===== config.mk =====
export PLATFORM = sky130hd
export DESIGN_NAME = gvi_ctrl
export DESIGN_NICKNAME = d
export VERILOG_FILES = /design/src/hw/rtl/gvi_pkg.sv /design/src/hw/rtl/gvi_ctrl.sv
export VERILOG_INCLUDE_DIRS = /design/src /design/src/hw/rtl
export SDC_FILE = /design/constraint.sdc
export NUM_CORES = 1
export LEC_CHECK = 0
export BUFFER_PORTS_ARGS = -buffer_cell sky130_fd_sc_hd__buf_4
export CAP_MARGIN = 40
export CORE_AREA = 4 4 41 43
export CTS_CLUSTER_SIZE = 14
export DETAILED_ROUTE_END_ITERATION = 10
export DIE_AREA = 0 0 45 47
export PLACE_DENSITY = 0.56
export SKIP_LAST_GASP = 1
export SLEW_MARGIN = 25
export SYNTH_ARGS = -nofsm -noshare
export SYNTH_HDL_FRONTEND = slang
export SYNTH_SLANG_ARGS = --single-unit

===== constraint.sdc =====
create_clock -name clk_i -period 1.18 [get_ports clk_i]
set_input_delay 0.059 -clock clk_i [delete_from_list [all_inputs] [get_ports clk_i]]
set_output_delay 0.059 -clock clk_i [all_outputs]
set_load 0.05 [all_outputs]

===== src/hw/rtl/grid_velocity_interpolator_macros.svh =====
// Assertion helpers for the velocity interpolator.
// GVI_ASSERT is gated off while reset is low; GVI_ASSERT_NR checks through reset too.
`ifndef GRID_VELOCITY_INTERPOLATOR_MACROS_SVH
`define GRID_VELOCITY_INTERPOLATOR_MACROS_SVH

`ifndef SYNTHESIS
`define GVI_ASSERT(lbl, prop, msg) \
  lbl: assert property (@(posedge clk_i) disable iff (!rst_ni) (prop)) else $error(msg);
`define GVI_ASSERT_NR(lbl, prop, msg) \
  lbl: assert property (@(posedge clk_i) (prop)) else $error(msg);
`else
`define GVI_ASSERT(lbl, prop, msg)
`define GVI_ASSERT_NR(lbl, prop, msg)
`endif

`endif


===== src/hw/rtl/gvi_pkg.sv =====
package gvi_pkg;

  // Default geometry and precision
  localparam int MAX_COLUMNS_DEF = 64;
  localparam int MAX_ROWS_DEF    = 64;
  localparam int FRAC_BITS_DEF   = 8;

  // Fixed field widths
  localparam int POS_W      = 14;
  localparam int CELL_W     = 6;
  localparam int VEL_W      = 16;
  localparam int CFG_IDX_W  = 2;
  localparam int CFG_DATA_W = 7;
  localparam int SHIFT_W    = 4;

  // Register reset values
  localparam logic [CFG_DATA_W-1:0] GRID_WIDTH_RST  = 7'd64;
  localparam logic [CFG_DATA_W-1:0] GRID_HEIGHT_RST = 7'd64;
  localparam logic [SHIFT_W-1:0]    CELL_SHIFT_RST  = 4'd8;

  // Register map
  typedef enum logic [CFG_IDX_W-1:0] {
    CFG_GRID_WIDTH  = 2'd0,
    CFG_GRID_HEIGHT = 2'd1,
    CFG_CELL_SHIFT  = 2'd2
  } cfg_idx_e;

  // Which of the three neighbor reads is issued
  typedef enum logic [1:0] {
    STEP_NEAR = 2'd0,
    STEP_MID  = 2'd1,
    STEP_FAR  = 2'd2
  } rd_step_e;

  // Controller to datapath
  typedef struct packed {
    logic     capture;   // request accepted: latch fields; store write on an in-range write request
    logic     rd_en;     // issue one read on both stores
    rd_step_e rd_step;
    logic     grab0;     // latch first read data
    logic     grab1;     // latch second read data
    logic     mix;       // form doubled centered values
    logic     load_out;  // load result register
  } cmd_t;

  // Datapath to controller
  typedef struct packed {
    logic outside;
  } status_t;

endpackage


===== src/hw/rtl/gvi_ctrl.sv =====
module gvi_ctrl import gvi_pkg::*; (
  input  logic    clk_i,
  input  logic    rst_ni,
  input  logic    in_valid_i,
  output logic    in_ready_o,
  input  logic    kind_i,
  output logic    out_valid_o,
  input  logic    out_ready_i,
  input  status_t status_i,
  output cmd_t    cmd_o
);

`include "grid_velocity_interpolator_macros.svh"

  typedef enum logic [2:0] {
    S_IDLE,
    S_RD0,
    S_RD1,
    S_RD2,
    S_LAST,
    S_FINISH
  } state_e;

  state_e state_q, state_d;
  logic   out_valid_q, out_valid_d;
  logic   out_free;

  assign out_free   = !out_valid_q || out_ready_i;
  assign in_ready_o = (state_q == S_IDLE);

  // Sequencer: three paired reads, combine, multiply into result register; writes and border queries skip the reads
  always_comb begin
    cmd_o         = '0;
    cmd_o.rd_step = STEP_NEAR;
    state_d       = state_q;
    case (state_q)
      S_IDLE: begin
        if (in_valid_i) begin
          cmd_o.capture = 1'b1;
          state_d       = kind_i ? S_RD0 : S_FINISH;
        end
      end
      S_RD0: begin
        if (status_i.outside) begin
          state_d = S_FINISH;
        end else begin
          cmd_o.rd_en   = 1'b1;
          cmd_o.rd_step = STEP_NEAR;
          state_d       = S_RD1;
        end
      end
      S_RD1: begin
        cmd_o.rd_en   = 1'b1;
        cmd_o.rd_step = STEP_MID;
        cmd_o.grab0   = 1'b1;
        state_d       = S_RD2;
      end
      S_RD2: begin
        cmd_o.rd_en   = 1'b1;
        cmd_o.rd_step = STEP_FAR;
        cmd_o.grab1   = 1'b1;
        state_d       = S_LAST;
      end
      S_LAST: begin
        cmd_o.mix = 1'b1;
        state_d   = S_FINISH;
      end
      S_FINISH: begin
        if (out_free) begin
          cmd_o.load_out = 1'b1;
          state_d        = S_IDLE;
        end
      end
      default: state_d = S_IDLE;
    endcase
  end

  // Result valid flag
  always_comb begin
    out_valid_d = out_valid_q;
    if (cmd_o.load_out) begin
      out_valid_d = 1'b1;
    end else if (out_ready_i) begin
      out_valid_d = 1'b0;
    end
  end

  always_ff @(posedge clk_i or negedge rst_ni) begin
    if (!rst_ni) begin
      state_q     <= S_IDLE;
      out_valid_q <= 1'b0;
    end else begin
      state_q     <= state_d;
      out_valid_q <= out_valid_d;
    end
  end

  assign out_valid_o = out_valid_q;

  `GVI_ASSERT(a_rd0_after_query, (state_q == S_RD0) |-> $past(in_valid_i && in_ready_o && kind_i), "read sequence started without a query")
  `GVI_ASSERT(a_write_to_finish, (in_valid_i && in_ready_o && !kind_i) |=> (state_q == S_FINISH), "write request did not go straight to finish")
  `GVI_ASSERT_NR(a_valid_from_finish, $rose(out_valid_q) |-> $past(state_q == S_FINISH), "result valid rose outside finish")

endmodule


==> results_dict.tcl <==
set metrics [dict create \
    status "finished, violations left" \
    violations "setup timing" \
    std_cell_rows 13 \
    num_io_pins 16 \
    die_area_um2 2115 \
    num_antenna_cells 0 \
    synth_xor_area_share_pct 0 \
    grt_first_pass_wirelength_um 1304 \
    synth_cell_types 19 \
    antenna_found_initial 0 \
    gr-total-overflow 0 \
    hold_viol_final 0 \
    criticalPathCategory "reg2out" \
    clkTransAtPathRegs_ps 40 \
    grt_pass1_vias 310 \
    final_cells 76 \
    synth-simple-area-share_pct 38.33 \
    setup_viol 7 \
    wl_per_cell_um 10.28 \
    cp_slowest_cell "dfrtp_1" \
    rsz0062_at_grt "yes" \
    dp.cells 65 \
    die_x_um 45 \
    syn_area_um2 300.3 \
    cp_cell_sequence "buf_6 -> nor3_4 -> and2_4 -> buf_8" \
    timing.fmax_mhz 785.5 \
    yosysWarnings 0 \
    critPathTopFamily "flip-flops" \
    die_h_um 47 \
    period_needed_ps 1273 \
    syn_inst 36 \
    reg2reg_slack_ps 10 \
    crit_arrival_ps 1210 \
    synthAdderAreaFrac_pct 0 \
    syn_area_per_cell_um2 8.341 \
    finalWorstSetupSlack_ps -93.04 \
    fin_nets 69 \
    whs_ps 156.1 \
    start_util_pct 23.08 \
    hp-class "in2async" \
    dr.pass1.iters 2 \
    vias_per_cell 4.382 \
    synth-seq-cells 4 \
    synth_fp_nets 42 \
    dp_hpwl_um 557.6 \
    grt_max_degree 8 \
    coreArea_um2 1301 \
    drtIter0Drc 3 \
    place_area_um2 464.2 \
    relSlewSlack_pct 87.70 \
    synth_top_family_by_area "simple AND/OR/NAND/NOR gates" \
    fillers 129 \
    ant_nets 0 \
    cp_num_buf_inv 2 \
    place.gp.congestion 0.7394 \
    area_growth_syn_to_layout_pct 112.1 \
    cts.root.buffer_cell "clkbuf_4" \
    maxSlewViolCount 0 \
    finalWirelength_um 781 \
    start_kind "register" \
    crit_path_end_kind "primary output" \
    cts_buffers 3 \
    synth.mux.area_fraction_pct 3.333 \
    critPathMaxFanout 4 \
    io_buffer_count 15 \
    cap_violations 0 \
    vias 333 \
    track_usage_pct 8.810 \
    cts_tree "built" \
    drcViolationCount 0 \
    drive_gt1_share_pct 70.49 \
    crit_required_ps 1120 \
    ys_seq_area_share_pct 33.33 \
    cts_max_path_buffers 2 \
    clock_sinks 4 \
    tightest_slew_ps 184.5 \
    finClkSkew_ps 3.163 \
    max_stage_delay_ps 400 \
    fin_crit_sh_pct 107.9 \
    h-tree-depth 1 \
    worstSkewPairLatency_ps 230 \
    synth_compound_area_share_pct 14.17 \
    design_area_um2 636.9 \
]
==> flip-flops by register name (all words and copies together), names as in the netlist <==
signal       cells
state_q          3
out_valid_o      1
==> layout by cell type, fill, tap and decap left out, drive strengths merged <==
master / count
mux2i: 1
nand2: 1
dlygate4sd3: 1
nand2b: 2
o21ai: 2
clkbuf: 3
o311a: 1
and3: 1
nor3: 2
nor2: 6
o21bai: 1
and2: 2
buf: 25
inv: 1
nor3b: 4
dfrtp: 4
nor2b: 2
nand3: 1
a221oi: 1
==> logic make-up after synthesis <==
kind of cell | after synthesis
simple gates | 21
compound gates | 5
buf+inv | 5
flops | 4
mux | 1
==> final timing paths <==
path	startpoint	end	cells past startpoint
setup / recovery	state_q[0]	cmd_o[7]	4
hold / removal	rst_ni	out_valid_o	2
setup reg to reg	state_q[2]	state_q[2]	4
hold reg to reg	out_valid_o	out_valid_o	2
max in group asynchronous	rst_ni	state_q[1]	2
min in group clk_i	out_ready_i	out_valid_o	3
==> stage by stage <==
step / util, % / setup slack, ps / setup TNS (ps)
finish: 48.94 / -93.04 / -481.9
global route: 48.94 / -145.1 / -1079
CTS: 46.73 / -99.87 / -564.9
detailed placement: 35.67 / 2.292 / 0
global placement: 35.67 / 25.35 / 0
floorplan: - / -194.4 / -890.4
==> synthesized netlist by cell type (all sizes together) <==
| cell type | number | area, um^2 |
|---|---|---|
| dfrtp | 4 | 100.1 |
| nor2b | 2 | 12.51 |
| a221oi | 1 | 15.01 |
| nand3 | 1 | 5.000 |
| and3 | 1 | 6.260 |
| and2 | 2 | 12.51 |
| o311a | 1 | 10.01 |
| inv | 1 | 3.750 |
| mux2i | 1 | 10.01 |
| nor3 | 2 | 10.01 |
| o21bai | 1 | 7.510 |
| nand2 | 1 | 3.750 |
| buf | 4 | 28.78 |
| o21ai | 2 | 10.01 |
| nor2 | 6 | 22.52 |
| nand2b | 2 | 12.51 |
| nor3b | 4 | 30.03 |
==> metal layers <==
metal / routed length (um) / track usage, % / vias to the layer above
met5: 0 / 0 / -
met4: 0 / 7.018 / 0
met3: 58 / 3.831 / 0
met2: 393 / 11.86 / 9
met1: 328 / 10.83 / 150
li1: - / - / 174
==> final cells by class <==
type	count	area [um^2]	area share, %
multi-input combinational	27	236.5	37.13
clock buffer	3	22.52	3.536
sequential	4	102.6	16.11
tap	15	18.77	2.947
inverter	1	6.256	0.9823
timing repair buffer	26	250.2	39.29
==> repair_timing <==
item                       in CTS  in global routing
pin swaps                       6                  2
resized for setup              19                  5
hold buffers                    1                  0
setup endpoints to repair      10                 10
buffers inserted                6                  1
hold endpoints to repair        4                  0
cloned                          0                  0
Power is left out: the tool's default activity adds up to more than one toggle a clock period on the data nets, which glitch-free logic cannot reach.
